[src/hw/rtl/setpoint_hold_extrapolator_defines.svh]
// assertion macros for the setpoint hold extrapolator
`ifndef SETPOINT_HOLD_EXTRAPOLATOR_DEFINES_SVH
`define SETPOINT_HOLD_EXTRAPOLATOR_DEFINES_SVH
`ifndef SYNTH
`define SHE_ASSERT_IMP(label, clk, rst_n, a, c, msg) \
  label: assert property (@(posedge clk) disable iff (!rst_n) (a) |-> (c)) else $error(msg);
`define SHE_ASSERT_NXT(label, clk, rst_n, a, c, msg) \
  label: assert property (@(posedge clk) disable iff (!rst_n) (a) |=> (c)) else $error(msg);
`else
`define SHE_ASSERT_IMP(label, clk, rst_n, a, c, msg)
`define SHE_ASSERT_NXT(label, clk, rst_n, a, c, msg)
`endif
`endif

[src/hw/rtl/she_pkg.sv]
`timescale 1ns / 1ps
package she_pkg;
  localparam logic [1:0] CMD_SETPOINT = 2'd0;
  localparam logic [1:0] CMD_EVAL     = 2'd1;
  localparam logic [1:0] CMD_RESET    = 2'd2;
  localparam logic [1:0] MODE_ZERO    = 2'd0;
  localparam logic [1:0] MODE_FIRST   = 2'd1;
  localparam logic [1:0] MODE_SECOND  = 2'd2;
  localparam logic [1:0] MODE_OVERRIDE = 2'd3;
  localparam int IO_W = 32;
  localparam int FRAC = 16;
  localparam int IN_W = 2 + 4 * IO_W;
  localparam int OUT_W = 9 * IO_W;
  localparam logic [3:0] OP_DIV = 4'd0;
  localparam logic [3:0] OP_MUL = 4'd1;
  typedef struct packed {
    logic       start;
    logic [3:0] op;
  } lane_ctl_t;
endpackage

[src/hw/rtl/she_lane.sv]
`timescale 1ns / 1ps
`include "setpoint_hold_extrapolator_defines.svh"
module she_lane #(
  parameter int W = 32
) (
  input  logic                 clk,
  input  logic                 rst_n,
  input  she_pkg::lane_ctl_t   ctl,
  input  logic signed [W:0]    opa,
  input  logic signed [W:0]    opb,
  output logic                 busy,
  output logic signed [W-1:0]  res
);
  import she_pkg::*;
  localparam int MW = W + 1;
  localparam int QW = W + FRAC + 2;
  localparam int PW = QW + MW;
  localparam int CW = $clog2(QW + 1);
  localparam logic [QW-1:0] HI_MAG = QW'((64'd1 << (W - 1)) - 64'd1);
  localparam logic [QW-1:0] LO_MAG = QW'(64'd1 << (W - 1));

  logic [CW-1:0] cnt_r, cnt_nxt;
  logic          busy_r, busy_nxt, op_r, op_nxt, neg_r, neg_nxt;
  logic [QW-1:0] acc_r, acc_nxt, quo_r, quo_nxt;
  logic [MW-1:0] b_r, b_nxt;
  logic [PW-1:0] prd_r, prd_nxt;
  logic [MW-1:0] am, bm;
  logic [QW:0]   trial;
  logic [QW-1:0] mag;
  logic [PW-1:0] pshift;

  assign am = opa[W] ? MW'(-opa) : MW'(opa);
  assign bm = opb[W] ? MW'(-opb) : MW'(opb);
  assign trial = {acc_r[QW-2:0], quo_r[QW-1]} - {{(QW+1-MW){1'b0}}, b_r};
  assign pshift = prd_r >> FRAC;

  always_comb begin
    cnt_nxt = cnt_r; busy_nxt = busy_r; op_nxt = op_r; neg_nxt = neg_r;
    acc_nxt = acc_r; quo_nxt = quo_r; b_nxt = b_r; prd_nxt = prd_r;
    if (ctl.start) begin
      busy_nxt = 1'b1;
      op_nxt = (ctl.op == OP_MUL);
      neg_nxt = opa[W] ^ opb[W];
      b_nxt = bm;
      acc_nxt = '0;
      quo_nxt = {{(QW-MW-FRAC){1'b0}}, am, {FRAC{1'b0}}};
      prd_nxt = '0;
      cnt_nxt = (ctl.op == OP_MUL) ? CW'(MW) : CW'(QW);
    end else if (busy_r) begin
      if (op_r) begin
        prd_nxt = {prd_r[PW-2:0], 1'b0} +
                  (quo_r[MW+FRAC-1] ? {{(PW-MW){1'b0}}, b_r} : '0);
        quo_nxt = {quo_r[QW-2:0], 1'b0};
      end else begin
        if (!trial[QW]) begin
          acc_nxt = trial[QW-1:0];
          quo_nxt = {quo_r[QW-2:0], 1'b1};
        end else begin
          acc_nxt = {acc_r[QW-2:0], quo_r[QW-1]};
          quo_nxt = {quo_r[QW-2:0], 1'b0};
        end
      end
      cnt_nxt = cnt_r - CW'(1);
      if (cnt_r == CW'(1)) busy_nxt = 1'b0;
    end
  end

  always_comb begin
    if (op_r) begin
      mag = (|pshift[PW-1:QW]) ? {QW{1'b1}} : pshift[QW-1:0];
    end else begin
      mag = quo_r;
    end
    if (neg_r) res = (mag >= LO_MAG) ? -W'(LO_MAG) : -W'(mag);
    else res = (mag > HI_MAG) ? W'(HI_MAG) : W'(mag);
  end

  assign busy = busy_r;

  always_ff @(posedge clk) begin
    if (!rst_n) begin
      busy_r <= 1'b0; cnt_r <= '0;
    end else begin
      busy_r <= busy_nxt; cnt_r <= cnt_nxt;
    end
    op_r <= op_nxt; neg_r <= neg_nxt; acc_r <= acc_nxt;
    quo_r <= quo_nxt; b_r <= b_nxt; prd_r <= prd_nxt;
  end

  `SHE_ASSERT_NXT(a_start_busy, clk, rst_n, ctl.start, busy_r, "lane not busy after start")
  `SHE_ASSERT_IMP(a_cnt_idle, clk, rst_n, !busy_r, cnt_r == '0, "lane count left over")
  `SHE_ASSERT_IMP(a_no_restart, clk, rst_n, busy_r, !ctl.start, "lane restarted while busy")
endmodule

[config.mk]
export PLATFORM = sky130hd
export DESIGN_NAME = she_lane
export DESIGN_NICKNAME = d
export VERILOG_FILES = /design/src/hw/rtl/she_pkg.sv /design/src/hw/rtl/she_lane.sv
export VERILOG_INCLUDE_DIRS = /design/src /design/src/hw/rtl
export SDC_FILE = /design/constraint.sdc
export NUM_CORES = 1
export LEC_CHECK = 0
export BUFFER_PORTS_ARGS = -buffer_cell sky130_fd_sc_hd__buf_4
export CAP_MARGIN = 0
export CORE_AREA = 2 2 209 211
export CTS_CLUSTER_SIZE = 40
export DETAILED_ROUTE_END_ITERATION = 6
export DIE_AREA = 0 0 211 213
export PLACE_DENSITY_LB_ADDON = 0.05
export REMOVE_ABC_BUFFERS = 1
export SLEW_MARGIN = 20
export SYNTH_ARGS = -nofsm -noshare
export SYNTH_HDL_FRONTEND = slang
export SYNTH_SLANG_ARGS = --single-unit
[constraint.sdc]
create_clock -name clk -period 4.7 [get_ports clk]
set_input_delay 0.47 -clock clk [delete_from_list [all_inputs] [get_ports clk]]
set_output_delay 0.47 -clock clk [all_outputs]
set_load 0.01 [all_outputs]
==> metrics.txt, run 1 <==
# TYPE chip_impl_metric gauge
chip_impl_info{name="cts_tree",value="built"} 1
chip_impl_metric{name="gp_congestion",unit=""} 0.9001
chip_impl_metric{name="total_grt_usage",unit=""} 0.2409
chip_impl_metric{name="initial_utilization",unit=""} 0.3957
chip_impl_metric{name="critPathArrivalTime",unit="ns"} 3.97
chip_impl_metric{name="cts-htree-levels",unit=""} 1
chip_impl_info{name="synth.area.top_cells",value="sky130_fd_sc_hd__dfxtp_1, sky130_fd_sc_hd__edfxtp_1, sky130_fd_sc_hd__nand2_1, sky130_fd_sc_hd__o21ai_0, sky130_fd_sc_hd__a21oi_1"} 1
chip_impl_metric{name="drt_iter0_drc",unit=""} 1238
chip_impl_info{name="cp-start-kind",value="register"} 1
chip_impl_metric{name="die_width",unit="um"} 211
chip_impl_metric{name="cts.hold.buffers_added",unit=""} 0
chip_impl_metric{name="first_pass_grt_wire_length",unit="um"} 86020
chip_impl_metric{name="numClockSinks",unit=""} 224
chip_impl_metric{name="cp_data_required_time",unit="ns"} 4.23
chip_impl_metric{name="cp_slowest_stage_delay",unit="ns"} 0.35
chip_impl_info{name="most_frequently_used_cell_type_in_the_post_synthesis_netlist",value="sky130_fd_sc_hd__nand2_1"} 1
chip_impl_metric{name="core_area",unit="um^2"} 42700
chip_impl_metric{name="placement_rows",unit=""} 76
chip_impl_metric{name="final_min_period_over_clock_period",unit=""} 0.9443
chip_impl_metric{name="grt_start_max_net_pins",unit=""} 100
chip_impl_metric{name="report.final.setup_viol",unit=""} 0
chip_impl_info{name="hold_path.class",value="in -> reg"} 1
chip_impl_metric{name="timing.critical_path.buf_inv",unit=""} 2
chip_impl_metric{name="final_net_count",unit=""} 2353
chip_impl_info{name="synth_flop_cell",value="sky130_fd_sc_hd__dfxtp_1"} 1
chip_impl_metric{name="ant_nets",unit=""} 0
chip_impl_metric{name="power",unit="mW"} 6.232
chip_impl_metric{name="postSynthRegisterBits",unit=""} 224
chip_impl_metric{name="diodes",unit=""} 0
chip_impl_info{name="crit_family",value="simple AND/OR/NAND/NOR gates"} 1
chip_impl_metric{name="antenna_found_initial",unit=""} 1
chip_impl_metric{name="drcViolationCount",unit=""} 0
chip_impl_metric{name="period_needed",unit="ns"} 4.438
chip_impl_metric{name="final_hold_viol_count",unit=""} 0
chip_impl_metric{name="drive_gt1_frac",unit=""} 0.1099
chip_impl_metric{name="tns",unit="ns"} 0
chip_impl_metric{name="cts_made_buffers",unit=""} 28
chip_impl_metric{name="cts.path.max_buffers",unit=""} 3
chip_impl_metric{name="drt_pre_antenna_iters",unit=""} 5
chip_impl_metric{name="die_area",unit="um^2"} 44940
chip_impl_metric{name="max-slew-margin-rel",unit=""} 0.3530
chip_impl_metric{name="postSynthAreaPerCell",unit="um^2"} 7.815
chip_impl_metric{name="place_hpwl",unit="um"} 40740
chip_impl_metric{name="synth_seq_area_share",unit=""} 0.3057
chip_impl_metric{name="yosysWarnings",unit=""} 0
chip_impl_metric{name="vias",unit=""} 16310
chip_impl_metric{name="cts.reportedPaths.clkPinSlew",unit="ns"} 0.06
chip_impl_metric{name="mappedNetlistArea",unit="um^2"} 16890
chip_impl_info{name="run_status",value="finished, final reports clean"} 1
chip_impl_metric{name="clock-skew-final",unit="ns"} 0.02230
chip_impl_metric{name="post_drt_wl_per_cell",unit="um"} 19.78
chip_impl_metric{name="worst_pin_slew",unit="ns"} 0.9703
chip_impl_metric{name="fp.dieH",unit="um"} 213
chip_impl_metric{name="vias_per_cell",unit=""} 5.879
chip_impl_metric{name="wl_met2",unit="um"} 23620
chip_impl_metric{name="maxCapViolations",unit=""} 0
chip_impl_metric{name="postSynth.asyncResetShare",unit=""} 0
chip_impl_metric{name="drt-met1-wl",unit="um"} 26820
chip_impl_metric{name="portBuffers",unit=""} 105
chip_impl_metric{name="globalRoute.totalOverflow",unit=""} 0
chip_impl_metric{name="fmax",unit="GHz"} 0.2253
chip_impl_metric{name="flow.area_growth_from_synthesis",unit="%"} 13.91
chip_impl_info{name="end_kind",value="output pin"} 1
chip_impl_metric{name="wl",unit="um"} 54890
chip_impl_metric{name="netlist.area_leader.share",unit=""} 0.1848
chip_impl_metric{name="ir_drop_worst_case_vdd",unit="mV"} 0.2404
chip_impl_info{name="critical_path_class",value="reg -> out"} 1
chip_impl_info{name="cts-root-buf",value="sky130_fd_sc_hd__clkbuf_16"} 1
chip_impl_metric{name="number_of_flops_mapped_to_enable_cells_by_yosys",unit=""} 68
chip_impl_info{name="critical-path-slowest-cell",value="sky130_fd_sc_hd__dfxtp_1"} 1
chip_impl_metric{name="timing.critical_path.fanout_max",unit=""} 5
chip_impl_info{name="top_layer_used",value="met4"} 1
chip_impl_info{name="crit_chain",value="nor4_2, nand3_2, or2_2, or3_1, o21ai_1, ha_2, o211ai_1, nor4_2, buf_4, nand2_1, mux2_1, o221ai_1, buf_4"} 1
chip_impl_metric{name="synth_cell_types",unit=""} 84
chip_impl_metric{name="cell_pwr_density",unit="nW/um^2"} 323.8
chip_impl_metric{name="synth_cells",unit=""} 2162
chip_impl_metric{name="power.leakage",unit="nW"} 7.354
chip_impl_metric{name="slew_viol_final",unit=""} 0
chip_impl_metric{name="met3_wirelength",unit="um"} 2943
chip_impl_metric{name="pin_count",unit=""} 106
chip_impl_info{name="synthTopCellsByCount",value="sky130_fd_sc_hd__nand2_1, sky130_fd_sc_hd__o21ai_0, sky130_fd_sc_hd__a21oi_1"} 1
chip_impl_info{name="synth_top_cell_by_area",value="sky130_fd_sc_hd__dfxtp_1"} 1
chip_impl_metric{name="grt_pass1_vias",unit=""} 15160
chip_impl_metric{name="insertion_delay",unit="ns"} 0.59
## sequential cells by signal, summed over array words and instances (netlist names)
register  cells
prd_r        83
quo_r        50
acc_r        49
b_r          33
cnt_r         6
busy          1
neg_r         1
op_r          1
## metal layers
layer  track usage  vias up
met2        0.3656      426
met1        0.3557     7718
met5             0        -
met3       0.03103       68
li1              -     8101
met4       0.06921        0
## cells in the final DEF, fill, tap and decap left out, types with 35 or more instances in the layout
master,netlist,layout
sky130_fd_sc_hd__a21oi_1,183,182
sky130_fd_sc_hd__a31oi_1,36,36
sky130_fd_sc_hd__and2_1,47,46
sky130_fd_sc_hd__buf_4,0,150
sky130_fd_sc_hd__dfxtp_1,156,156
sky130_fd_sc_hd__edfxtp_1,68,68
sky130_fd_sc_hd__ha_1,71,70
sky130_fd_sc_hd__inv_1,70,69
sky130_fd_sc_hd__nand2_1,267,267
sky130_fd_sc_hd__nand3_1,36,35
sky130_fd_sc_hd__nor2_1,142,141
sky130_fd_sc_hd__nor3_1,40,40
sky130_fd_sc_hd__o21ai_0,188,187
sky130_fd_sc_hd__o31ai_1,43,42
sky130_fd_sc_hd__xnor2_1,90,90
sky130_fd_sc_hd__xor2_1,66,66
## report_power, final
group | leakage (nW) | switching (mW) | internal [mW]
registers | 1.96 | 0.167 | 2.15
clock network | 0.473 | 0.929 | 1.39
logic | 4.92 | 0.978 | 0.618
total | 7.35 | 2.07 | 4.16
## repair_timing
item / in CTS / in global routing
pin swaps: 1 / 2
setup buffers: 4 / 3
setup endpoints to repair: 6 / 13
gates resized for setup: 1 / 7
cloned: 0 / 0
## layout make-up
cell class,count,area (um^2)
sequential,224,5165
clock inverter,16,195.2
tap,546,683.2
clock buffer,36,780.7
timing repair buffer,151,1146
fill,4376,23450
multi-input combinational,1732,11010
inverter,70,262.8
## cells by family after synthesis
kind of cell    count (synthesis)  share of synthesized area
flops                         224                     0.3057
buf+inv                       206                    0.04710
fa+ha+maj                      73                    0.05495
xor+xnor                      156                    0.08087
compound gates                716                     0.2692
mux                            32                    0.01918
simple gates                  755                     0.2230
## worst paths after layout
kind,startpoint,endpoint,slack (ns),depth (start not counted)
hold reg to reg,prd_r[6],prd_r[6],0.46,2
hold / removal,opb[0],b_r[0],0.09,1
setup reg to reg,quo_r[48],prd_r[82],0.56,10
setup / recovery,prd_r[68],res[26],0.26,13
## metrics by stage
stage / hold WS (ns) / utilization / worst slack (ns) / instance area, um^2 / instances
final: 0.09089 / 0.4507 / 0.2617 / 19240 / 2775
after CTS: 0.07358 / 0.4495 / 0.02877 / 19190 / 2772
after detailed placement: 0.4548 / 0.4259 / 0.3562 / 18180 / 2716
after global routing: 0.07377 / 0.4507 / -0.01033 / 19240 / 2775
after floorplan: 0.4301 / - / -0.3909 / 16360 / 2026
after global placement: 0.4506 / 0.4259 / 0.3787 / 18180 / 2716
(Power assumes the default switching activity.)
==> run 2, diff against run 1 <==
- CAP_MARGIN: 0 -> 20
- HOLD_SLACK_MARGIN: unset -> 0.1
==> run 2 against run 1 <==
  * Critical path depth stayed put
  * Sequential power hardly changed
  * Die area stayed put
  * Worst hold slack better by 0.064 ns
  * First-iteration DRC count is 7.4% lower
  * Sequential share of layout area hardly changed
  * Core utilization hardly changed
  * Final cell count hardly changed
  * Clock skew is 0.0023 ns higher
  * Count of clock-buffer cells in the layout stayed put
  * Critical path type unchanged
  * Largest power group unchanged
==> metrics.txt, run 2 (synthesis gave the netlist of run 1 again) <==
# TYPE chip_impl_metric gauge
chip_impl_metric{name="placed_cells",unit=""} 2716
chip_impl_metric{name="total_grt_usage",unit=""} 0.2409
chip_impl_metric{name="worstHoldPathCells",unit=""} 2
chip_impl_metric{name="slew_viol_final",unit=""} 0
chip_impl_metric{name="worstRegToRegCells",unit=""} 10
chip_impl_metric{name="drcViolationCount",unit=""} 0
chip_impl_info{name="regToRegStartpoint",value="quo_r[48]"} 1
chip_impl_metric{name="grt_util_met2",unit=""} 0.3656
chip_impl_metric{name="first_pass_grt_wire_length",unit="um"} 86030
chip_impl_metric{name="critPathArrivalTime",unit="ns"} 3.96
chip_impl_metric{name="final_min_period_over_clock_period",unit=""} 0.9432
chip_impl_metric{name="layout_setup_ws",unit="ns"} 0.2671
chip_impl_metric{name="detailed_place.area",unit="um^2"} 18180
chip_impl_metric{name="vias_per_cell",unit=""} 5.878
chip_impl_info{name="top_regs",value="prd_r (83), quo_r (50), acc_r (49)"} 1
chip_impl_metric{name="ant_nets",unit=""} 0
chip_impl_info{name="final_cell_mix",value="sky130_fd_sc_hd__nand2_1, sky130_fd_sc_hd__o21ai_0, sky130_fd_sc_hd__a21oi_1"} 1
chip_impl_metric{name="preCtsSetupSlack",unit="ns"} 0.3562
chip_impl_metric{name="place_hpwl",unit="um"} 40740
chip_impl_metric{name="ir_drop_worst_case_vdd",unit="mV"} 0.2394
chip_impl_info{name="end_kind",value="output pin"} 1
chip_impl_info{name="grt_peak_use_layer",value="met2"} 1
chip_impl_metric{name="period_needed",unit="ns"} 4.433
chip_impl_info{name="worstReg2RegEnd",value="prd_r[82]"} 1
chip_impl_metric{name="final_net_count",unit=""} 2354
chip_impl_metric{name="max-slew-margin-rel",unit=""} 0.3668
chip_impl_metric{name="vias",unit=""} 16320
chip_impl_metric{name="drt_pre_antenna_iters",unit=""} 5
chip_impl_info{name="cts-root-buf",value="sky130_fd_sc_hd__clkbuf_16"} 1
chip_impl_info{name="run_status",value="finished, final reports clean"} 1
chip_impl_metric{name="diodes",unit=""} 0
chip_impl_info{name="min_delay_worst_endpoint",value="cnt_r[4]"} 1
chip_impl_metric{name="antenna_found_initial",unit=""} 1
chip_impl_metric{name="power",unit="mW"} 6.232
chip_impl_metric{name="placement_rows",unit=""} 76
chip_impl_metric{name="fp.dieH",unit="um"} 213
chip_impl_metric{name="final_cell_count_no_fill",unit=""} 2776
chip_impl_metric{name="core_area",unit="um^2"} 42700
chip_impl_metric{name="drive_gt1_frac",unit=""} 0.1099
chip_impl_metric{name="drt_iter0_drc",unit=""} 1146
chip_impl_info{name="max_flop_register",value="prd_r"} 1
chip_impl_info{name="timing.hold.worst.start",value="rst_n"} 1
chip_impl_metric{name="timing.critical_path.fanout_max",unit=""} 5
chip_impl_info{name="hold_path.class",value="in -> reg"} 1
chip_impl_info{name="layout_commonest_cell",value="sky130_fd_sc_hd__nand2_1"} 1
chip_impl_metric{name="gp_congestion",unit=""} 0.9001
chip_impl_metric{name="cts.path.max_buffers",unit=""} 3
chip_impl_metric{name="globalRoute.totalOverflow",unit=""} 0
chip_impl_info{name="cts_tree",value="built"} 1
chip_impl_metric{name="final_hold_viol_count",unit=""} 0
chip_impl_metric{name="portBuffers",unit=""} 105
chip_impl_metric{name="flow.area_growth_from_synthesis",unit="%"} 13.97
chip_impl_metric{name="post_drt_wl_per_cell",unit="um"} 19.77
chip_impl_metric{name="worst_pin_slew",unit="ns"} 0.9496
chip_impl_metric{name="pin_count",unit=""} 106
chip_impl_metric{name="wl",unit="um"} 54880
chip_impl_info{name="cp-start-kind",value="register"} 1
chip_impl_metric{name="die_area",unit="um^2"} 44940
chip_impl_info{name="critical_path_class",value="reg -> out"} 1
chip_impl_metric{name="grt_pass1_vias",unit=""} 15170
chip_impl_metric{name="clock-skew-final",unit="ns"} 0.02462
chip_impl_metric{name="maxCapViolations",unit=""} 0
chip_impl_metric{name="report.final.setup_viol",unit=""} 0
chip_impl_metric{name="tns",unit="ns"} 0
chip_impl_metric{name="grt_start_max_net_pins",unit=""} 100
chip_impl_metric{name="fmax",unit="GHz"} 0.2256
chip_impl_metric{name="die_width",unit="um"} 211
chip_impl_metric{name="gr-usage-met1",unit=""} 0.3558
chip_impl_metric{name="insertion_delay",unit="ns"} 0.59
chip_impl_metric{name="cell_pwr_density",unit="nW/um^2"} 323.6
chip_impl_metric{name="reg2reg_slack",unit="ns"} 0.52
chip_impl_metric{name="cts_made_buffers",unit=""} 28
chip_impl_metric{name="cp_data_required_time",unit="ns"} 4.23
chip_impl_metric{name="largest_register_ffs",unit=""} 83
chip_impl_metric{name="initial_utilization",unit=""} 0.3957
chip_impl_metric{name="numClockSinks",unit=""} 224
chip_impl_metric{name="power.leakage",unit="nW"} 7.358
chip_impl_metric{name="fillCellCount",unit=""} 4375
chip_impl_metric{name="grt.met3_usage",unit=""} 0.03103
chip_impl_metric{name="finalInstanceArea",unit="um^2"} 19250
chip_impl_metric{name="cts.reportedPaths.clkPinSlew",unit="ns"} 0.06
chip_impl_metric{name="cts-htree-levels",unit=""} 1
## run 2: cell count changes in the layout (fill, tap and decap cells not counted)
cell                            before  now
sky130_fd_sc_hd__dlygate4sd3_1       0    1
## run 2: worst max-delay path, stage by stage (launching register included)
cell	delay [ns]
sky130_fd_sc_hd__dfxtp_1	0.35
sky130_fd_sc_hd__nor4_2	0.33
sky130_fd_sc_hd__nand3_2	0.22
sky130_fd_sc_hd__or2_2	0.35
sky130_fd_sc_hd__or3_1	0.30
sky130_fd_sc_hd__o21ai_1	0.16
sky130_fd_sc_hd__ha_2	0.25
sky130_fd_sc_hd__o211ai_1	0.23
sky130_fd_sc_hd__nor4_2	0.32
sky130_fd_sc_hd__buf_4	0.17
sky130_fd_sc_hd__nand2_1	0.05
sky130_fd_sc_hd__mux2_1	0.30
sky130_fd_sc_hd__o221ai_1	0.18
sky130_fd_sc_hd__buf_4	0.16
## run 2: timing repair
item / in CTS / in global routing
setup endpoints to repair: 6 / 13
endpoints found under the hold margin: 1 / 0
pin swaps: 1 / 2
setup buffers: 4 / 3
cloned: 0 / 0
resized for setup: 1 / 7
hold buffers: 1 / 0
## run 2: stage by stage
step           utilization  hold WS, ns
5_1_grt             0.4510       0.1453
3_5_place_dp        0.4259       0.4548
2_1_floorplan            -       0.4301
3_3_place_gp        0.4259       0.4506
4_1_cts             0.4498       0.1269
6_report            0.4510       0.1551
## run 2: how the worst max path moves through the flow
stage,to,slack (ns),from,cells after the start
2_1_floorplan,res[31],-0.39,op_r,6
3_5_place_dp,res[26],0.36,prd_r[68],13
4_1_cts,res[26],0.03,prd_r[68],14
6_report,res[26],0.27,prd_r[68],13
5_1_grt,res[26],-0.01,prd_r[68],13
3_3_place_gp,res[26],0.38,prd_r[68],13
## run 2: layer usage
metal,part of all wire,vias up
met1,0.49,7757
met4,0.028,0
li1,-,8102
met5,0,-
met2,0.43,389
met3,0.049,68
## run 2: final cells by class
type / instances / area (um^2) / area share
Tap cell: 546 / 683.2 / 0.03548
Sequential cell: 224 / 5165 / 0.2682
Timing Repair Buffer: 152 / 1156 / 0.06004
Clock buffer: 36 / 780.7 / 0.04055
Multi-Input combinational cell: 1732 / 11010 / 0.5719
Clock inverter: 16 / 195.2 / 0.01014
Inverter: 70 / 262.8 / 0.01365
## run 2: power by group
part | internal (mW) | total, mW | switching, mW
Clock | 1.39 | 2.32 | 0.928
Sequential | 2.15 | 2.32 | 0.167
Combinational | 0.619 | 1.60 | 0.978
Total | 4.16 | 6.23 | 2.07
==> run 3, diff against run 2 <==
- clock period: 4.7 -> 4.5 ns (I/O delays scaled with it)
==> run 3 against run 2 <==
  * Sequential share of layout area about the same
  * Sequential cell count unchanged
  * Total power increased by 4.4%
  * Clock power increased by 4%
  * Count of clock-buffer cells in the layout decreased by 2
  * Core utilization increased by 0.053 points
  * Combinational power increased by 4%
  * Critical path type unchanged
  * Largest cell class unchanged
==> metrics.txt, run 3 (synthesis gave the netlist of run 1 again) <==
# TYPE chip_impl_metric gauge
chip_impl_info{name="run_status",value="finished, final reports clean"} 1
chip_impl_metric{name="timing.hold.ws",unit="ns"} 0.1546
chip_impl_metric{name="preCtsSetupSlack",unit="ns"} 0.4173
chip_impl_info{name="final_cell_mix",value="sky130_fd_sc_hd__nand2_1, sky130_fd_sc_hd__o21ai_0, sky130_fd_sc_hd__a21oi_1"} 1
chip_impl_metric{name="grt_pass1_vias",unit=""} 15170
chip_impl_metric{name="flow.area_growth_from_synthesis",unit="%"} 14.10
chip_impl_metric{name="tns",unit="ns"} 0
chip_impl_metric{name="cts.reportedPaths.clkPinSlew",unit="ns"} 0.06
chip_impl_info{name="top_layer_used",value="met4"} 1
chip_impl_metric{name="reg2reg_slack",unit="ns"} 0.40
chip_impl_metric{name="power",unit="mW"} 6.508
chip_impl_metric{name="antenna_found_initial",unit=""} 1
chip_impl_metric{name="layout_setup_ws",unit="ns"} 0.3244
chip_impl_info{name="critical_path_class",value="reg -> out"} 1
chip_impl_metric{name="final_cell_count_no_fill",unit=""} 2777
chip_impl_metric{name="vias",unit=""} 16370
chip_impl_metric{name="placed_cells",unit=""} 2717
chip_impl_info{name="crit_chain",value="nor4_2, nand3_1, or2_2, or3_1, o21ai_1, ha_2, o211ai_1, nor4_2, buf_4, nand2_1, mux2_1, o221ai_1, buf_4"} 1
chip_impl_metric{name="cp_slowest_stage_delay",unit="ns"} 0.36
chip_impl_metric{name="gp_congestion",unit=""} 0.9329
chip_impl_metric{name="critical_path_stages",unit=""} 13
chip_impl_metric{name="place_hpwl",unit="um"} 40420
chip_impl_metric{name="final_net_count",unit=""} 2353
chip_impl_metric{name="globalRoute.totalOverflow",unit=""} 0
chip_impl_metric{name="timing.critical_path.buf_inv",unit=""} 2
chip_impl_metric{name="largest_register_ffs",unit=""} 83
chip_impl_metric{name="wl",unit="um"} 54440
chip_impl_metric{name="wl_met2",unit="um"} 23490
chip_impl_metric{name="numClockSinks",unit=""} 224
chip_impl_metric{name="insertion_delay",unit="ns"} 0.59
chip_impl_metric{name="drt-met1-wl",unit="um"} 26950
chip_impl_metric{name="detailed_place.area",unit="um^2"} 18200
chip_impl_metric{name="max-slew-margin-rel",unit=""} 0.3061
chip_impl_info{name="cts_tree",value="built"} 1
chip_impl_metric{name="worstHoldPathCells",unit=""} 2
chip_impl_metric{name="critPathArrivalTime",unit="ns"} 3.73
chip_impl_metric{name="final_hold_viol_count",unit=""} 0
chip_impl_metric{name="finalCoreUtilization",unit=""} 0.4515
chip_impl_metric{name="vias_per_cell",unit=""} 5.894
chip_impl_info{name="cts-root-buf",value="sky130_fd_sc_hd__clkbuf_16"} 1
chip_impl_metric{name="drt_iter0_drc",unit=""} 1218
chip_impl_metric{name="ir_drop_worst_case_vdd",unit="mV"} 0.2938
chip_impl_info{name="critical-path-slowest-cell",value="sky130_fd_sc_hd__or2_2"} 1
chip_impl_info{name="grt_setup_unrepaired",value="no"} 1
chip_impl_metric{name="drive_gt1_frac",unit=""} 0.1071
chip_impl_metric{name="cts_made_buffers",unit=""} 30
chip_impl_info{name="max_flop_register",value="prd_r"} 1
chip_impl_metric{name="cell_pwr_density",unit="nW/um^2"} 337.6
chip_impl_metric{name="period_needed",unit="ns"} 4.176
chip_impl_info{name="layout_commonest_cell",value="sky130_fd_sc_hd__nand2_1"} 1
chip_impl_metric{name="drt_pre_antenna_iters",unit=""} 5
chip_impl_metric{name="power.leakage",unit="nW"} 7.364
chip_impl_metric{name="portBuffers",unit=""} 105
chip_impl_metric{name="report.final.setup_viol",unit=""} 0
chip_impl_metric{name="pin_count",unit=""} 106
chip_impl_metric{name="cts-htree-levels",unit=""} 1
chip_impl_info{name="top_regs",value="prd_r (83), quo_r (50), acc_r (49)"} 1
chip_impl_metric{name="cp_data_required_time",unit="ns"} 4.05
chip_impl_metric{name="total_grt_usage",unit=""} 0.2399
chip_impl_info{name="end_kind",value="output pin"} 1
chip_impl_metric{name="multi_input_gate_area_in_the_final_layout",unit="um^2"} 11020
chip_impl_metric{name="ant_nets",unit=""} 0
chip_impl_metric{name="fmax",unit="GHz"} 0.2395
chip_impl_info{name="crit_family",value="simple AND/OR/NAND/NOR gates"} 1
chip_impl_metric{name="met3_wirelength",unit="um"} 2889
chip_impl_metric{name="core_area",unit="um^2"} 42700
chip_impl_metric{name="maxCapViolations",unit=""} 0
chip_impl_metric{name="finalInstanceArea",unit="um^2"} 19280
chip_impl_metric{name="timing.critical_path.fanout_max",unit=""} 5
chip_impl_metric{name="first_pass_grt_wire_length",unit="um"} 86240
chip_impl_metric{name="die_area",unit="um^2"} 44940
chip_impl_metric{name="fillCellCount",unit=""} 4334
chip_impl_metric{name="cts.path.max_buffers",unit=""} 3
chip_impl_metric{name="worst_pin_slew",unit="ns"} 1.036
chip_impl_metric{name="final_min_period_over_clock_period",unit=""} 0.9279
chip_impl_metric{name="initial_utilization",unit=""} 0.3957
chip_impl_metric{name="clock-skew-final",unit="ns"} 0.01639
chip_impl_metric{name="drcViolationCount",unit=""} 0
chip_impl_info{name="hold_path.class",value="in -> reg"} 1
chip_impl_info{name="cp-start-kind",value="register"} 1
chip_impl_metric{name="fp.dieH",unit="um"} 213
chip_impl_metric{name="sequential_cell_area",unit="um^2"} 5165
chip_impl_metric{name="placement_rows",unit=""} 76
chip_impl_metric{name="slew_viol_final",unit=""} 0
chip_impl_metric{name="worstRegToRegCells",unit=""} 11
chip_impl_metric{name="grt_start_max_net_pins",unit=""} 99
chip_impl_metric{name="post_drt_wl_per_cell",unit="um"} 19.61
chip_impl_metric{name="diodes",unit=""} 0
chip_impl_metric{name="die_width",unit="um"} 211
-- run 3: cell count changes in the layout (fill, tap and decap cells not counted), sizes merged --
cell and delta:
clkinv +6, dlygate4sd3 +1, buf -4, clkbuf -2
inv +1, clkinvlp -1
-- run 3: timing repair --
| action | CTS | global route |
|---|---|---|
| hold endpoints to repair | 2 | 0 |
| setup buffers | 2 | 0 |
| setup endpoints to repair | 1 | 19 |
| hold buffers | 2 | 0 |
| resized for setup | 0 | 8 |
| pin swaps | 1 | 3 |
-- run 3: final timing paths --
check / startpoint / endpoint
hold reg to reg: prd_r[0] / prd_r[0]
setup / recovery: prd_r[68] / res[26]
hold / removal: ctl[2] / op_r
setup reg to reg: quo_r[48] / prd_r[82]
-- run 3: metal layers --
layer | GRT usage | vias to the layer above
met5 | 0 | -
met4 | 0.05075 | 0
met3 | 0.03751 | 54
met2 | 0.3665 | 373
met1 | 0.3548 | 7848
li1 | - | 8092
-- run 3: power breakdown --
| part | switching (mW) | internal, mW | total (mW) |
|---|---|---|---|
| registers | 0.172 | 2.25 | 2.42 |
| logic | 1.02 | 0.644 | 1.67 |
| clock network | 0.968 | 1.45 | 2.42 |
-- run 3: area by class of cell --
class                      instances  share of cell area
tap                              546             0.03544
clock buffer                      34             0.03972
timing repair buffer             149             0.05958
inverter                          70             0.01363
sequential                       224              0.2679
multi-input combinational       1732              0.5715
clock inverter                    22             0.01220
